`config.mk`:
```
export PLATFORM = sky130hd
export DESIGN_NAME = trs_front
export DESIGN_NICKNAME = d
export VERILOG_FILES = /design/src/trs_pkg.sv /design/src/trs_front.sv
export SDC_FILE = /design/constraint.sdc
export NUM_CORES = 1
export LEC_CHECK = 0
export ABC_AREA = 1
export BUFFER_PORTS_ARGS = -buffer_cell sky130_fd_sc_hd__clkbuf_2
export CORE_AREA = 3 3 241 243
export CTS_CLUSTER_SIZE = 40
export DETAILED_ROUTE_END_ITERATION = 7
export DIE_AREA = 0 0 244 246
export HOLD_SLACK_MARGIN = 0.02
export PLACE_DENSITY_LB_ADDON = 0.08
export SLEW_MARGIN = 20
export SYNTH_ARGS = -nofsm -noshare
export SYNTH_HDL_FRONTEND = slang
export SYNTH_SLANG_ARGS = --single-unit
export TNS_END_PERCENT = 100
```
`constraint.sdc`:
```
create_clock -name clk -period 33.2 [get_ports clk]
set_input_delay 6.64 -clock clk [delete_from_list [all_inputs] [get_ports clk]]
set_output_delay 6.64 -clock clk [all_outputs]
set_load 0.05 [all_outputs]
```
`src/trs_pkg.sv`:
```
// trs_pkg: types, constants and rounding helper for the model matrix block
// no dependencies; imported by every module of the block
package trs_pkg;

	localparam int ANGLE_BITS_DEF = 16;
	localparam int QUEUE_DEPTH    = 4;
	localparam int NUM_TRIG       = 6;

	// quarter-sine polynomial constants, Q30
	localparam logic [30:0] POLY_A  = 31'd1686629713;
	localparam logic [29:0] POLY_B  = 30'd688904866;
	localparam logic [26:0] POLY_C  = 27'd76016977;
	localparam logic [30:0] Q30_ONE = 31'd1073741824;

	typedef struct packed {
		logic signed [31:0] pos_x;
		logic signed [31:0] pos_y;
		logic signed [31:0] pos_z;
		logic [15:0]        angle_x;
		logic [15:0]        angle_y;
		logic [15:0]        angle_z;
		logic signed [31:0] scale_x;
		logic signed [31:0] scale_y;
		logic signed [31:0] scale_z;
	} in_item_t;

	typedef struct packed {
		logic signed [31:0] m_r0c0;
		logic signed [31:0] m_r0c1;
		logic signed [31:0] m_r0c2;
		logic signed [31:0] m_r1c0;
		logic signed [31:0] m_r1c1;
		logic signed [31:0] m_r1c2;
		logic signed [31:0] m_r2c0;
		logic signed [31:0] m_r2c1;
		logic signed [31:0] m_r2c2;
		logic signed [31:0] trans_x;
		logic signed [31:0] trans_y;
		logic signed [31:0] trans_z;
	} out_item_t;

	// position and scale, carried alongside the arithmetic
	typedef struct packed {
		logic signed [31:0] pos_x;
		logic signed [31:0] pos_y;
		logic signed [31:0] pos_z;
		logic signed [31:0] scale_x;
		logic signed [31:0] scale_y;
		logic signed [31:0] scale_z;
	} side_t;

	// classified item: quarter-turn fraction and sign per sine/cosine
	// order: sin x, cos x, sin y, cos y, sin z, cos z
	typedef struct packed {
		logic [NUM_TRIG-1:0][30:0] frac;
		logic [NUM_TRIG-1:0]       neg;
		side_t                     side;
	} fe_item_t;

	// shift right by 30, rounding half away from zero
	function automatic logic signed [35:0] rnd30(input logic signed [65:0] p);
		logic        neg;
		logic [65:0] m;
		logic [35:0] r;
		neg = p[65];
		m = neg ? 66'(-p) : 66'(p);
		m = m + 66'd536870912;
		r = 36'(m >> 30);
		return neg ? -$signed(r) : $signed(r);
	endfunction

endpackage

```
`src/trs_front.sv`:
```
// trs_front: input register, splits each angle into quadrant and fraction
// depends on trs_pkg
module trs_front #(
	parameter int ANGLE_BITS = trs_pkg::ANGLE_BITS_DEF
) (
	input  logic               clk,
	input  logic               arst_n,
	input  logic               item_valid,
	output logic               item_ready,
	input  trs_pkg::in_item_t  item,
	output logic               fe_valid,
	input  logic               fe_ready,
	output trs_pkg::fe_item_t  fe
);
	import trs_pkg::*;

	localparam int QB = ANGLE_BITS - 2;

	logic     vld_q;
	fe_item_t fe_q;
	fe_item_t fe_d;
	logic [2:0][15:0] ang;

	assign ang = {item.angle_z, item.angle_y, item.angle_x};

	always_comb begin
		logic [ANGLE_BITS-1:0] a;
		logic [1:0]            quad;
		logic [30:0]           f0;
		logic [30:0]           f1;
		fe_d = '0;
		for (int k = 0; k < 3; k++) begin
			a = ANGLE_BITS'(ang[k]);
			quad = a[ANGLE_BITS-1 -: 2];
			f0 = 31'(a[QB-1:0]) << (30 - QB);
			f1 = Q30_ONE - f0;
			fe_d.frac[2*k]     = quad[0] ? f1 : f0;
			fe_d.neg[2*k]      = quad[1];
			fe_d.frac[2*k + 1] = quad[0] ? f0 : f1;
			fe_d.neg[2*k + 1]  = quad[1] ^ quad[0];
		end
		fe_d.side.pos_x   = item.pos_x;
		fe_d.side.pos_y   = item.pos_y;
		fe_d.side.pos_z   = item.pos_z;
		fe_d.side.scale_x = item.scale_x;
		fe_d.side.scale_y = item.scale_y;
		fe_d.side.scale_z = item.scale_z;
	end

	assign item_ready = !vld_q || fe_ready;
	assign fe_valid   = vld_q;
	assign fe         = fe_q;

	always_ff @(posedge clk or negedge arst_n) begin
		if (!arst_n) begin
			vld_q <= 1'b0;
		end else if (item_ready) begin
			vld_q <= item_valid;
		end
	end

	always_ff @(posedge clk) begin
		if (item_ready && item_valid) begin
			fe_q <= fe_d;
		end
	end

endmodule

```
; ---- Yosys cells after proc, flatten, opt, wreduce, memory -nomap -nowiden
; Index checks and enable logic that the tools add are counted.
[word_totals]
ff_bits = 385
in_bits = 244
output_inout_bits = 386
word_cells = 35
[classes]
addsub = 3
muxes = 6
bitwise = 3
n_reduce_logical = 3
[ops]
columns = cell, n
row1 = $mux 30, 6
row2 = $sub 31x30->31 const A, 3
row3 = $xor 1x1->1, 3
row4 = $logic_and 1x1->1, 1
row5 = $logic_not 1->1, 1
row6 = $logic_or 1x1->1, 1

; ---- Logic depth before layout (Yosys ltp)
[depth]
word_depth = 3
ltp_mapped = 8
depth_no_buf = 8

; ---- Worst setup path before layout
; No wires, ideal clock.
[synth_path]
path_type = input to register
start = in item_valid
end = reg fe_q (netlist bit fe[0]), enable pin
setup_time_ps = 1024
arrival_time_ps = 20343
required_ps = 32176
setup_slack_ps = 11833
stages = 2
path_buffers = 0
cell_sequence = inv_1 a21oi_1
[synth_between]
elab_chain_len = 1
[synth_rtl]
columns = item, line
row1 = from (decl), trs_front.sv:8  ; input logic item_valid,
row2 = $logic_and 1x1->1, trs_front.sv:63  ; if (item_ready && item_valid) begin
row3 = to (signal assigned), trs_front.sv:64  ; fe_q <= fe_d;
row4 = to (decl), trs_front.sv:20  ; fe_item_t fe_q;
; Every way passes these cells.
; A chain may end at the register's enable or synchronous reset.

; ---- Worst setup path after layout
[layout_path]
start = in fe_ready
end = out item_ready
[layout_between]
elab_chain_len = 1
[layout_rtl]
columns = item, line
row1 = from (decl), trs_front.sv:12  ; input logic fe_ready,
row2 = $logic_or 1x1->1, trs_front.sv:50  ; assign item_ready = !vld_q || fe_ready;
row3 = to (decl), trs_front.sv:9  ; output logic item_ready,
; Every way passes these cells.

==> out/results.txt <==
drc violations -> 0
via count -> 7886
Nets -> 1608
hold buffer count at CTS -> 0
Max clock buf depth -> 3
DR WL/cell -> 18.2 um
clk_lat worst skew -> 530 ps
area post-placement -> 14600 um2
Critical-path top delay cell -> clkbuf_2
min cycle time layout -> 13820 ps
startpoint types -> primary input
final-report setup violation count -> 0
vias in the first global route -> 7550
Max Clk Rate -> 72.4 MHz
post-cts repair resize count -> 0
Die Area -> 60000 um2
Slew Limit Fails -> 0
drt total wl -> 38900 um
post-route setup TNS -> 0 ps
PortBufs -> 533
CTS buffer count -> 37
Worst-Margin Slew -> 1040 ps
Ant. Diodes -> 0
most common cell after layout, fill and taps aside -> clkbuf_2
Crit path max-delay family -> buffers and inverters
HP Class -> register to register
Critical Path End Type -> output port
critical path class -> primary input to output port
Post-Place Cells -> 2078
number of DRC markers in iteration 0 -> 316
primary flip-flop cell chosen by synthesis mapping -> edfxtp_1
first-pass GRT wire length -> 53800 um
gr ovfl total -> 0
worst vdd ir -> 28.0 uV
clock root buffer -> clkbuf_16
CP Cell Sequence -> clkbuf_2 -> inv_1 -> nand2_1 -> clkbuf_2
crit-path most repeated cell -> clkbuf_2
static leakage -> 6.87 nW
pwr/cell area -> 61.6 nW/um2
EDFF count, synth -> 285
worst-path fanout max -> 2
DP HPWL -> 30200 um
final hold violations -> 0
final-layout fill cell count -> 5980
First-pass DRT Iterations -> 4
total of max-cap violations -> 0
CORE AREA -> 56200 um2
layout cells sized above 1 -> 44.5%
IO Count -> 630
TritonCTS clock tree -> yes
initial cell density of the core -> 20.2%
Setup Fix Bufs, Post-CTS -> 0
Detail Route Antenna Nets -> 0
clk sinks -> 286
H-Tree Depth -> 2
Yosys Warn Count -> 0
Die W -> 244 um
clock-pin slew on the worst setup and hold paths -> 60 ps
Worst EP required -> 26560 ps
RSZ-0062 raised after global routing -> no
Synth Register Bits -> 286
gpl congestion -> 0.765
crit-path max cell delay -> 280 ps
crit share post-route -> 41.6%
vias per inst -> 3.68
row count -> 87
gr usage total -> 12.2%
area delta synth->final -> 37.6%
status -> finished clean
largest net degree at the start of global routing -> 159
Die H -> 246 um
Finished Cell Area -> 15600 um2
sequential area share after synthesis -> 75.5%
relative slew slack -> 30.7%
cell count after synthesis -> 805
Non-Filler Instances -> 2142
synth unique cells -> 25
most frequent cells in the layout -> clkbuf_2, edfxtp_1, nand2_1
synthesized area per cell -> 14.1 um2
skew final -> 18.4 ps
synthesized area -> 11400 um2
CP arrival -> 7180 ps
Synth async-reset ratio -> 0.350%
Worst Path Buf+Inv -> 3
initial antenna violation count -> 4
layer usage:
metal  track usage, %  up-vias  share of wire [%]
met3             5.02       47                9.6
met1             12.9     3745                 37
met4             3.13        8                1.7
li1                 -     3716                  -
met5                0        -               0.14
met2             22.5      370                 52
area by class of cell:
| type | instances | area, um2 | area share, % |
|---|---|---|---|
| Sequential cell | 286 | 8580 | 54.9 |
| Timing Repair Buffer | 536 | 2700 | 17.3 |
| Multi-Input combinational cell | 452 | 2150 | 13.7 |
| Clock buffer | 43 | 948 | 6.06 |
| Tap cell | 756 | 946 | 6.05 |
| Inverter | 48 | 180 | 1.15 |
| Clock inverter | 21 | 134 | 0.856 |
where the power goes:
group	switching (mW)	internal, mW
logic	0.136	0.0290
clock network	0.157	0.212
registers	0.00563	0.424
kinds of logic (layout without fill, tap and decap cells):
family / after synthesis / count (layout) / synth area share (%)
DFF: 286 / 286 / 75.5
xor gates and xnor gates: 15 / 15 / 1.16
adders and majority gates: 3 / 3 / 0.330
buffers and inverters: 162 / 648 / 8.83
AOI/OAI and AO/OA: 51 / 51 / 2.24
and+or+nand+nor: 287 / 287 / 11.9
other: 1 / 96 / 0.0330
Yosys cell counts, types with 2 or more instances:
library cell	number	area share (%)
buf_2	7	0.31
buf_4	103	6.8
clkbuf_1	3	0.099
clkinv_1	3	0.099
edfxtp_1	285	75
ha_1	3	0.33
inv_1	41	1.4
inv_2	4	0.13
nand2_1	167	5.5
nand2_2	3	0.17
nand3_1	59	2.6
nand3_2	2	0.18
nand3_4	3	0.46
nand3b_4	2	0.35
nor2_1	33	1.1
nor2_2	5	0.28
nor2_4	12	1.2
o21ai_0	50	2.2
xnor2_1	4	0.31
xor2_1	11	0.85
worst reg2reg max path: cells and delay by family (launching register included):
kind | cells | cell delay (ps)
flops | 1 | 430
compound gates | 1 | 210
buf+inv | 2 | 1570
path summary, 6_finish.rpt:
kind / from / to / slack (ps) / cells after the start
setup / recovery: fe_ready / item_ready / 19380 / 4
hold / removal: fe_valid$_DFFE_PN0N_ / fe_valid$_DFFE_PN0N_ / 610 / 2
setup reg to reg: fe_valid$_DFFE_PN0N_ / fe[86]$_DFFE_PP_ / 30520 / 3
hold reg to reg: fe_valid$_DFFE_PN0N_ / fe_valid$_DFFE_PN0N_ / 610 / 2
max in group asynchronous: arst_n / fe_valid$_DFFE_PN0N_ / 27240 / 1
min in group asynchronous: arst_n / fe_valid$_DFFE_PN0N_ / 5870 / 1
state kept, by name, indices dropped and copies added, names as in the netlist:
| register | flops |
|---|---|
| fe | 285 |
| fe_valid | 1 |
per-stage QoR:
step | setup WS [ps] | power, mW | hold WS, ps | utilization (%)
floorplan | 11830 | 0.575 | 1130 | -
global placement | 19380 | 0.605 | 580 | 25.9
detailed placement | 19380 | 0.605 | 592 | 25.9
CTS | 19380 | 0.985 | 607 | 27.9
global route | 19350 | 1.01 | 646 | 27.9
finish | 19380 | 0.963 | 610 | 27.9
Power figures use the tool's default switching activity.
